## config.mk

```make
export PLATFORM = sky130hd
export DESIGN_NAME = dns_name_label_encoder
export DESIGN_NICKNAME = d
export VERILOG_FILES = /design/src/rtl/dnle_pkg.sv /design/src/rtl/dnle_ram.sv /design/src/rtl/dns_name_label_encoder.sv
export SDC_FILE = /design/constraint.sdc
export NUM_CORES = 1
export LEC_CHECK = 0
export ABC_AREA = 1
export ABC_CLOCK_PERIOD_IN_PS = 3000
export BUFFER_PORTS_ARGS = -buffer_cell sky130_fd_sc_hd__buf_4
export CAP_MARGIN = 0
export CORE_UTILIZATION = 40
export CTS_CLUSTER_SIZE = 16
export DETAILED_ROUTE_END_ITERATION = 16
export PLACE_DENSITY = 0.64
export SLEW_MARGIN = 5
export SYNTH_ARGS = -nofsm -noshare
export SYNTH_HDL_FRONTEND = slang
export SYNTH_SLANG_ARGS = --single-unit
export TNS_END_PERCENT = 1
```

## constraint.sdc

```tcl
create_clock -name clk -period 3 [get_ports clk]
set_input_delay 0.6 -clock clk [delete_from_list [all_inputs] [get_ports clk]]
set_output_delay 0.6 -clock clk [all_outputs]
set_load 0.03 [all_outputs]
```

## src/rtl/dnle_pkg.sv

```systemverilog
// ----------------------------------------------------------------------------
// dnle_pkg
// Shared types and constants for the DNS name label encoder.
// ----------------------------------------------------------------------------
package dnle_pkg;

  // Longest label kept; further characters are dropped and flagged
  localparam int LABEL_MAX = 62;
  localparam int CNT_W     = 6;
  localparam int ADDR_W    = $clog2(LABEL_MAX);

  localparam logic [7:0] DOT_CHAR  = 8'd46;
  localparam logic [7:0] TERM_BYTE = 8'd0;

  localparam logic [CNT_W-1:0] LABEL_MAX_CNT = CNT_W'(LABEL_MAX);

  typedef struct packed {
    logic [7:0] in_char;
    logic       end_of_name;
  } in_item_t;

  typedef struct packed {
    logic [7:0] out_byte;
    logic       run_last;
    logic       label_overflow;
  } out_item_t;

  // Sequencer states, one-hot
  typedef enum logic [3:0] {
    ST_IDLE = 4'b0001,
    ST_LEN  = 4'b0010,
    ST_CHR  = 4'b0100,
    ST_TERM = 4'b1000
  } state_t;

endpackage

```

## src/rtl/dnle_ram.sv

```systemverilog
// ----------------------------------------------------------------------------
// dnle_ram
// Generic single-write, single-read RAM with registered read data.
// ----------------------------------------------------------------------------
module dnle_ram #(
  parameter int WIDTH = 8,
  parameter int DEPTH = 62
) (
  input  logic                     clk,
  input  logic                     we,
  input  logic [$clog2(DEPTH)-1:0] waddr,
  input  logic [WIDTH-1:0]         wdata,
  input  logic                     re,
  input  logic [$clog2(DEPTH)-1:0] raddr,
  output logic [WIDTH-1:0]         rdata
);

  logic [WIDTH-1:0] mem [DEPTH];

  // Write port
  always_ff @(posedge clk) begin
    if (we) begin
      mem[waddr] <= wdata;
    end
  end

  // Read port; data holds until the next read
  always_ff @(posedge clk) begin
    if (re) begin
      rdata <= mem[raddr];
    end
  end

endmodule

```

## src/rtl/dns_name_label_encoder.sv

```systemverilog
// ----------------------------------------------------------------------------
// dns_name_label_encoder
// Encodes a dotted host name, one character per transfer, into DNS labels.
// ----------------------------------------------------------------------------
// Order: a label character is written to the label RAM and gives no result;
//   a dot or end of name moves to ST_LEN, and the length byte is then
//   registered out, followed by the label bytes read back from the label RAM
//   and, at end of name only, the terminator. No new character is taken
//   until the last byte of the label (or the terminator) has been issued.
// Reset: control state and character count clear; index and label RAM do not.
module dns_name_label_encoder (
  input  logic                clk,
  input  logic                rst_n,
  input  logic                in_valid,
  output logic                in_stall,
  input  dnle_pkg::in_item_t  in_data,
  output logic                out_valid,
  input  logic                out_stall,
  output dnle_pkg::out_item_t out_data
);

  dnle_pkg::state_t              state_r, state_nxt;
  logic [dnle_pkg::CNT_W-1:0]    count_r, count_nxt;
  logic                          ovf_r, ovf_nxt;
  logic [dnle_pkg::CNT_W-1:0]    snap_cnt_r, snap_cnt_nxt;
  logic                          snap_ovf_r, snap_ovf_nxt;
  logic                          snap_end_r, snap_end_nxt;
  logic [dnle_pkg::ADDR_W-1:0]   idx_r, idx_nxt;
  logic                          out_valid_r, out_valid_nxt;
  dnle_pkg::out_item_t           out_data_r, out_data_nxt;

  logic                          in_xfer;
  logic                          slot_free;
  logic                          is_flush;
  logic                          last_chr;
  logic                          ram_we;
  logic                          ram_re;
  logic [dnle_pkg::ADDR_W-1:0]   ram_raddr;
  logic [7:0]                    ram_rdata;

  dnle_ram #(
    .WIDTH(8),
    .DEPTH(dnle_pkg::LABEL_MAX)
  ) u_label_ram (
    .clk   (clk),
    .we    (ram_we),
    .waddr (count_r[dnle_pkg::ADDR_W-1:0]),
    .wdata (in_data.in_char),
    .re    (ram_re),
    .raddr (ram_raddr),
    .rdata (ram_rdata)
  );

  assign in_stall  = (state_r != dnle_pkg::ST_IDLE);
  assign in_xfer   = in_valid && !in_stall;
  assign slot_free = !out_valid_r || !out_stall;
  assign is_flush  = in_data.end_of_name || (in_data.in_char == dnle_pkg::DOT_CHAR);
  assign last_chr  = ((idx_r + dnle_pkg::ADDR_W'(1)) == snap_cnt_r[dnle_pkg::ADDR_W-1:0]);
  assign ram_we    = in_xfer && !is_flush && (count_r < dnle_pkg::LABEL_MAX_CNT);

  assign out_valid = out_valid_r;
  assign out_data  = out_data_r;

  // Sequencer: capture, length byte, label replay, terminator
  always_comb begin
    state_nxt     = state_r;
    count_nxt     = count_r;
    ovf_nxt       = ovf_r;
    snap_cnt_nxt  = snap_cnt_r;
    snap_ovf_nxt  = snap_ovf_r;
    snap_end_nxt  = snap_end_r;
    idx_nxt       = idx_r;
    out_data_nxt  = out_data_r;
    out_valid_nxt = out_valid_r && out_stall;
    ram_re        = 1'b0;
    ram_raddr     = '0;

    unique case (state_r)
      dnle_pkg::ST_IDLE: begin
        if (in_xfer) begin
          if (is_flush) begin
            snap_cnt_nxt = count_r;
            snap_ovf_nxt = ovf_r;
            snap_end_nxt = in_data.end_of_name;
            count_nxt    = '0;
            ovf_nxt      = 1'b0;
            state_nxt    = dnle_pkg::ST_LEN;
          end else if (count_r < dnle_pkg::LABEL_MAX_CNT) begin
            count_nxt = count_r + dnle_pkg::CNT_W'(1);
          end else begin
            ovf_nxt = 1'b1;
          end
        end
      end

      dnle_pkg::ST_LEN: begin
        if (slot_free) begin
          out_valid_nxt               = 1'b1;
          out_data_nxt.out_byte       = 8'(snap_cnt_r);
          out_data_nxt.run_last       = (snap_cnt_r == '0) && !snap_end_r;
          out_data_nxt.label_overflow = snap_ovf_r;
          idx_nxt                     = '0;
          // Prefetch the first label byte
          ram_re                      = 1'b1;
          ram_raddr                   = '0;
          if (snap_cnt_r != '0) begin
            state_nxt = dnle_pkg::ST_CHR;
          end else if (snap_end_r) begin
            state_nxt = dnle_pkg::ST_TERM;
          end else begin
            state_nxt = dnle_pkg::ST_IDLE;
          end
        end
      end

      dnle_pkg::ST_CHR: begin
        if (slot_free) begin
          out_valid_nxt               = 1'b1;
          out_data_nxt.out_byte       = ram_rdata;
          out_data_nxt.run_last       = last_chr && !snap_end_r;
          out_data_nxt.label_overflow = 1'b0;
          if (last_chr) begin
            state_nxt = snap_end_r ? dnle_pkg::ST_TERM : dnle_pkg::ST_IDLE;
          end else begin
            idx_nxt   = idx_r + dnle_pkg::ADDR_W'(1);
            ram_re    = 1'b1;
            ram_raddr = idx_r + dnle_pkg::ADDR_W'(1);
          end
        end
      end

      dnle_pkg::ST_TERM: begin
        if (slot_free) begin
          out_valid_nxt               = 1'b1;
          out_data_nxt.out_byte       = dnle_pkg::TERM_BYTE;
          out_data_nxt.run_last       = 1'b1;
          out_data_nxt.label_overflow = 1'b0;
          state_nxt                   = dnle_pkg::ST_IDLE;
        end
      end

      default: begin
        state_nxt = dnle_pkg::ST_IDLE;
      end
    endcase
  end

  // Control registers
  always_ff @(posedge clk) begin
    if (!rst_n) begin
      state_r     <= dnle_pkg::ST_IDLE;
      count_r     <= '0;
      ovf_r       <= 1'b0;
      out_valid_r <= 1'b0;
    end else begin
      state_r     <= state_nxt;
      count_r     <= count_nxt;
      ovf_r       <= ovf_nxt;
      out_valid_r <= out_valid_nxt;
    end
  end

  // Payload and snapshot registers
  always_ff @(posedge clk) begin
    snap_cnt_r <= snap_cnt_nxt;
    snap_ovf_r <= snap_ovf_nxt;
    snap_end_r <= snap_end_nxt;
    idx_r      <= idx_nxt;
    out_data_r <= out_data_nxt;
  end

endmodule
```

* Yosys cells after proc, flatten, opt, wreduce, memory -nomap -nowiden
Memory sizes are Yosys's and may differ from the RTL's. A register that Yosys moved wholly into a read port is not among the register bits.
Index checks and enable logic that the tools add are counted.
** Word-level totals
- RAM bits :: 496
- Memories kept :: 1
- Output and inout port bits :: 12
- Logic and storage cells :: 87
- Register bits :: 36
** Memories
- u_label_ram.mem :: words 62, bits a word 8, rd ports 1, clocked after Yosys merged registers in 1, wr ports 1, RTL line dnle_ram.sv:18 : logic [WIDTH-1:0] mem [DEPTH];
** Cells by class
- Mux-type cells :: 32
- Order comparisons :: 1
- Reduce and logical (&&, ||, !) cells :: 25
- Add/sub/neg operators :: 2
- Equality and inequality tests :: 15
** Operators by type and width (number)
- 6-bit two-way mux :: 8
- 4-bit two-way mux :: 8
- 10-bit two-way mux :: 3
- 10-bit one-hot mux with 3 select lines :: 1
- 2-bit != test, second input constant :: 8
- 4-bit one-hot mux with 4 select lines :: 1
- 6-bit by 1-bit adder with 6-bit output, second input constant :: 2
- 6-bit one-hot mux with 2 select lines :: 1
- 1-bit two-way mux :: 9
- 3-bit AND reduction :: 3
- 8-bit by 6-bit equality test with 1-bit output, second input constant :: 1
- 4-bit AND reduction :: 2
- 6-bit equality test :: 1
- 1-bit logical AND :: 6
- 6-bit logical NOT :: 1
- 6-bit < comparator, second input constant :: 1
- 6-bit AND reduction :: 1
- 6-bit nonzero test :: 1
- 1-bit logical NOT :: 5
- 4-bit by 1-bit equality test with 1-bit output, second input constant :: 1
- 4-bit by 2-bit equality test with 1-bit output, second input constant :: 1
- 4-bit by 3-bit equality test with 1-bit output, second input constant :: 1
- 4-bit equality test, second input constant :: 1
- 4-bit by 1-bit != test with 1-bit output, second input constant :: 1
- 5 further kinds :: 7

* Longest topological paths before layout
- Word-level depth :: 7
- Mapped depth :: 20

* By module
From an unflattened synthesis, not the netlist that was laid out.
** Unflattened totals
- Cell total of the unflattened synthesis :: 1988
- Area total of the unflattened synthesis :: 22399.0 µm²
** By module, submodules not included
- dnle_ram :: area an instance 20546.0 µm², seq. area each 15134.5 µm², cells an instance 1756, instances 1
- dns_name_label_encoder :: area an instance 1853.0 µm², seq. area each 960.9 µm², cells an instance 232, instances 1

* Worst setup path after synthesis
OpenSTA, ideal clock, no wires.
- Path kind :: flip-flop to flip-flop
- Start point :: reg idx_r[0] in the netlist's numbering
- End point :: reg u_label_ram.rdata[0] (read register of u_label_ram.mem) (enable)
- Arrival :: 2163 ps
- Slack :: 462 ps
- Clock period less this slack :: 2538 ps
- Library setup time :: 375 ps
- Cell stages (with the launch flop) :: 13
- Data required time :: 2625 ps
- Cells stage by stage :: edfxtp_1 > ha_1 > inv_1 > nand2_1 > nand2_1 > nor2_1 > nand2_1 > nor2_1 > nand3_2 > buf_2 > buf_2 > nand2_1 > a21oi_1
** On the way
- Word-level cells in the longest chain between the ends :: 5
- Elaborated cells between the ends (all ways) :: 8
- Those cells by class :: add/sub: 1; eq/ne: 1; mux: 6
** RTL lines
- start, declared :: RTL line dns_name_label_encoder.sv:28 : logic [dnle_pkg::ADDR_W-1:0] idx_r, idx_nxt;
- start signal, assigned :: RTL line dns_name_label_encoder.sv:168 : idx_r <= idx_nxt;
- 6-bit by 1-bit adder with 6-bit output :: RTL line dns_name_label_encoder.sv:58 : assign last_chr = ((idx_r + dnle_pkg::ADDR_W'(1)) == snap_cnt_r[dnle_pkg::ADDR_W-1:0]);
- 6-bit equality test :: RTL line dns_name_label_encoder.sv:58
- 1-bit two-way mux :: RTL line dns_name_label_encoder.sv:122 : if (last_chr) begin
- 1-bit two-way mux :: RTL line dns_name_label_encoder.sv:117 : if (slot_free) begin
- 1-bit one-hot mux with 2 select lines :: RTL line dns_name_label_encoder.sv:78 : unique case (state_r)
- net ram_re :: RTL line dns_name_label_encoder.sv:37 : logic ram_re;
- end, declared :: RTL line dnle_ram.sv:15 : output logic [WIDTH-1:0] rdata
The timed path passes the listed nets, and every way through them passes these cells.
A chain may end at the register's enable or synchronous reset.

* Worst setup path after layout
- Start point :: reg idx_r[1] in the netlist's numbering
- End point :: reg u_label_ram.rdata[3] (read register of u_label_ram.mem), data pin
** On the way
- Word-level cells in the longest chain between the ends :: 5
- Elaborated cells between the ends (all ways) :: 8
- Those cells by class :: add/sub: 1; eq/ne: 1; mux: 6
** RTL lines (RTL line)
- 6-bit by 1-bit adder with 6-bit output * :: dns_name_label_encoder.sv:58, dns_name_label_encoder.sv:127
- 6-bit equality test :: dns_name_label_encoder.sv:58
- 1-bit two-way mux / 6-bit two-way mux (equally long branches) :: dns_name_label_encoder.sv:122
- 1-bit two-way mux / 6-bit two-way mux (equally long branches) :: dns_name_label_encoder.sv:117
- 1-bit one-hot mux with 2 select lines / 6-bit two-way mux (equally long branches)
Every way passes the cells marked *; elsewhere a longest branch is shown, timed or not.

==> results.tsv <==
stage	metric	value	unit
pwr	P_leak	10.5	nW
route	wirelength, routed	64100	um
setup_path	crit path DAT	3380	ps
yosys	Top FF cell, synth	edfxtp_1	
pwr	Comb power frac	0.036	
yosys	Synth warnings	0	
route	top sig layer	met4	
setup_path	critical path peak fanout	33	
floorplan	Chip Height	245	um
final_layout	Total Nets Final	2267	
final_layout	Layout Utilization	0.472	
yosys	syn nets	2220	
job	Max Cap Violations	0	
pwr	P_int	12.3	mW
placed_design	detailed placement HPWL	39700	um
final_layout	fill count	5164	
worst_hold_path	Tightest Hold Check Type	input port to flop	
cts	CTS tree	yes	
cts	clock slew at reported path FFs	60	ps
route	antenna viol nets, final	0	
final_layout	layout cells sized above 1	0.120	
sta	Least-Margin Pin Slew	946	ps
route	metal3 WL	4530	um
setup_path	Setup crit start	idx_r[1]$_SDFFCE_PN0P_	
yosys	Synth cell types	33	
route	WL/cell	20.9	um
sta	unrepaired setup endpoints after global routing	yes	
final_layout	Area Overhead vs Synth	15.7	%
cts	CTS Buf Count	54	
outcome	outcome	complete, but fails checks	
pwr	sw frac	0.212	
final_layout	area of the multi-input gates	6410	um^2
global_routing	largest net degree at the start of global routing	68	
cts	clock tree sinks	540	
route	WL met1	26200	um
sta	fin. max-slew vios	0	
floorplan	Die ar.	60100	um^2
final_layout	sequential cell area	16100	um^2
route	DR iter-0 viols	1770	
floorplan	Cell Rows	88	
yosys	Avg Cell Area, Syn	10.7	um^2
pwr	power share of the clock group	0.428	
route	first-pass iteration count of the detailed router	6	
route	total number of vias	16521	
setup_path	Req. time, crit path	3370	ps
global_routing	grt total ovfl	0	
sta	worst clock skew	24.5	ps
sta	Final Setup Violations	2	
cts	Hold-fix buffers, CTS	0	
sta	f_max	332	MHz
global_routing	overall routing resource usage	0.214	
setup_path	Worst Setup Path Type	flop to flop	
setup_path	CP endpoint kind	flop	
yosys	sequential area share after synthesis	0.681	
yosys	Post-synth ARST share	0	
cts	depth of the CTS H-tree	2	
global_routing	first-pass GRT wire length	97800	um
sta	count of final hold-check violations	0	
setup_path	worst r2r src	idx_r[1]$_SDFFCE_PN0P_	
pwr	Psw	3.31	mW
floorplan	Core Area	58000	um^2
yosys	synthesized area	23600	um^2
route	via density per instance	5.40	
final_layout	# diodes	0	
global_routing	number of global-route vias before repair	16001	
floorplan	Die X	245	um
yosys	Yosys reg bits	540	
cts	Clk Latency, worst-skew pair	610	ps
sta	setup_tns	-13.3	ps
sta	fin crit period	3010	ps
placed_design	Final GP Congestion	0.918	
sta	PnR worst setup slack	-10.0	ps
floorplan	Boundary Pins	25	
cts	clock buffer depth	3	
pwr	Pwr Density	570	nW/um^2
yosys	Post-synth EDFFs	528	
placed_design	PortBufs	24	
outcome	failing checks	negative setup slack	
sta	max_slew headroom	0.364	
route	met2 WL	31000	um
yosys	Mapped Cells	2205	
sta	Final Cycle Share	1.00	
pwr	Max VDD drop	0.000409	V
global_routing	initial antenna violation count	0	
cts	Root Driver	clkbuf_16	
pwr	Reg power frac	0.536	
worst_hold_path	hold path start	rst_n	
floorplan	Starting Density	0.407	
sta	hold slack	215	ps
route	DRC	0	
setup_path	Worst setup SP type	flop	
Yosys cell counts (2+ instances only):
master | n | area share
nand2_1 | 533 | 0.085
edfxtp_1 | 528 | 0.67
nand3_1 | 516 | 0.11
inv_1 | 215 | 0.034
nand3b_1 | 112 | 0.036
nor2_1 | 91 | 0.014
buf_2 | 63 | 0.013
clkbuf_1 | 50 | 0.0079
a21oi_1 | 20 | 0.0042
buf_1 | 15 | 0.0024
dfxtp_1 | 12 | 0.010
o21ai_0 | 12 | 0.0025
o21ai_1 | 5 | 0.0011
nand4_1 | 4 | 0.0011
nor3_1 | 3 | 0.00063
nor4_1 | 3 | 0.00079
a211oi_1 | 2 | 0.00063
buf_4 | 2 | 0.00063
clkinv_1 | 2 | 0.00032
ha_1 | 2 | 0.0011
inv_2 | 2 | 0.00032
nor2_2 | 2 | 0.00053
registers in the layout, summed over array words and instances (netlist names):
register,flops
state_r,4
u_label_ram.rdata,8
snap_end_r,1
u_label_ram.mem,496
count_r,6
snap_ovf_r,1
snap_cnt_r,6
out_valid,1
out_data,10
ovf_r,1
idx_r,6
critical path: stages (launching register included):
cell	delay, ps
edfxtp_1	420
ha_2	360
inv_1	60
nand2_1	50
nand2_1	60
nor2_1	90
nand2_1	70
nor2_2	130
nand3_4	170
buf_12	210
buf_12	170
buf_12	180
nand3_1	90
nand2_1	60
nand2_1	50
nand3_1	100
nand3_1	150
nand3_1	130
nand3_2	110
nand2_1	60
final timing paths:
| check | end | slack (ps) | cells after the start |
|---|---|---|---|
| min reg2reg | snap_ovf_r$_DFFE_PP_ | 450 | 0 |
| max reg2reg | u_label_ram.rdata[3]$_DFFE_PP_ | -10 | 19 |
| max | u_label_ram.rdata[3]$_DFFE_PP_ | -10 | 19 |
| min | state_r[0]$_SDFFE_PN1P_ | 220 | 2 |
layer usage:
metal | GRT usage | vias to the layer above
met4 | 0.0855 | 0
met3 | 0.0378 | 127
li1 | - | 7680
met5 | 0 | -
met2 | 0.353 | 665
met1 | 0.278 | 8049
power by group through the flow:
| stage | registers (mW) | clock network (mW) | logic [mW] |
|---|---|---|---|
| 2_1_floorplan | 8.53 | 0 | 0.205 |
| 3_3_place_gp | 8.52 | 0 | 0.542 |
| 3_5_place_dp | 8.52 | 0 | 0.549 |
| 4_1_cts | 8.36 | 6.78 | 0.551 |
| 5_1_grt | 8.36 | 7.07 | 0.600 |
| 6_report | 8.36 | 6.68 | 0.559 |
timing repair:
| item | in CTS | in global routing |
|---|---|---|
| resized for setup | 3 | 69 |
| hold endpoints to repair | 0 | 0 |
| endpoints found under the setup margin | 7 | 440 |
| gates cloned | 1 | 0 |
| buffers inserted | 1 | 0 |
| pin swaps | 1 | 0 |
area by class of cell:
type                            count  area share
Sequential cell                   540       0.588
Multi-Input combinational cell   1316       0.234
Clock buffer                       63      0.0506
Timing Repair Buffer              121      0.0494
Tap cell                          765      0.0350
Inverter                          219      0.0300
Clock inverter                     36      0.0125
cells by family after synthesis:
logic type / after synthesis / synth area share
buffers and inverters: 349 / 0.0591
adders and majority gates: 2 / 0.00106
AOI/OAI and AO/OA: 45 / 0.0104
xor gates and xnor gates: 1 / 0.000371
DFF: 540 / 0.681
and+or+nand+nor: 1268 / 0.248
metrics by stage:
step | instance area, um^2 | worst slack [ps] | instances | power, mW
2_1_floorplan | 23600 | 462 | 2205 | 8.73
3_3_place_gp | 25400 | -344 | 2959 | 9.06
3_5_place_dp | 25400 | -414 | 2959 | 9.07
4_1_cts | 27100 | 5.58 | 3060 | 15.7
5_1_grt | 27400 | -210 | 3060 | 16.0
6_report | 27400 | -10.0 | 3060 | 15.6
cell usage in the layout (no fill, tap or decap), types with 4 or more instances in the layout:
cell type	instances
buf_12	30
nor2_2	50
o21ai_1	5
dfxtp_1	12
clkbuf_1	9
nand3b_1	112
edfxtp_1	528
clkbuf_16	54
nand4_1	4
nand3_2	16
nor2_1	42
o21ai_0	12
a21oi_1	20
clkinv_1	14
clkinv_2	12
nand2_1	531
nand3_1	499
buf_4	87
inv_1	215
bufinv_16	6
No activity file was read; power rests on OpenSTA's default activity.
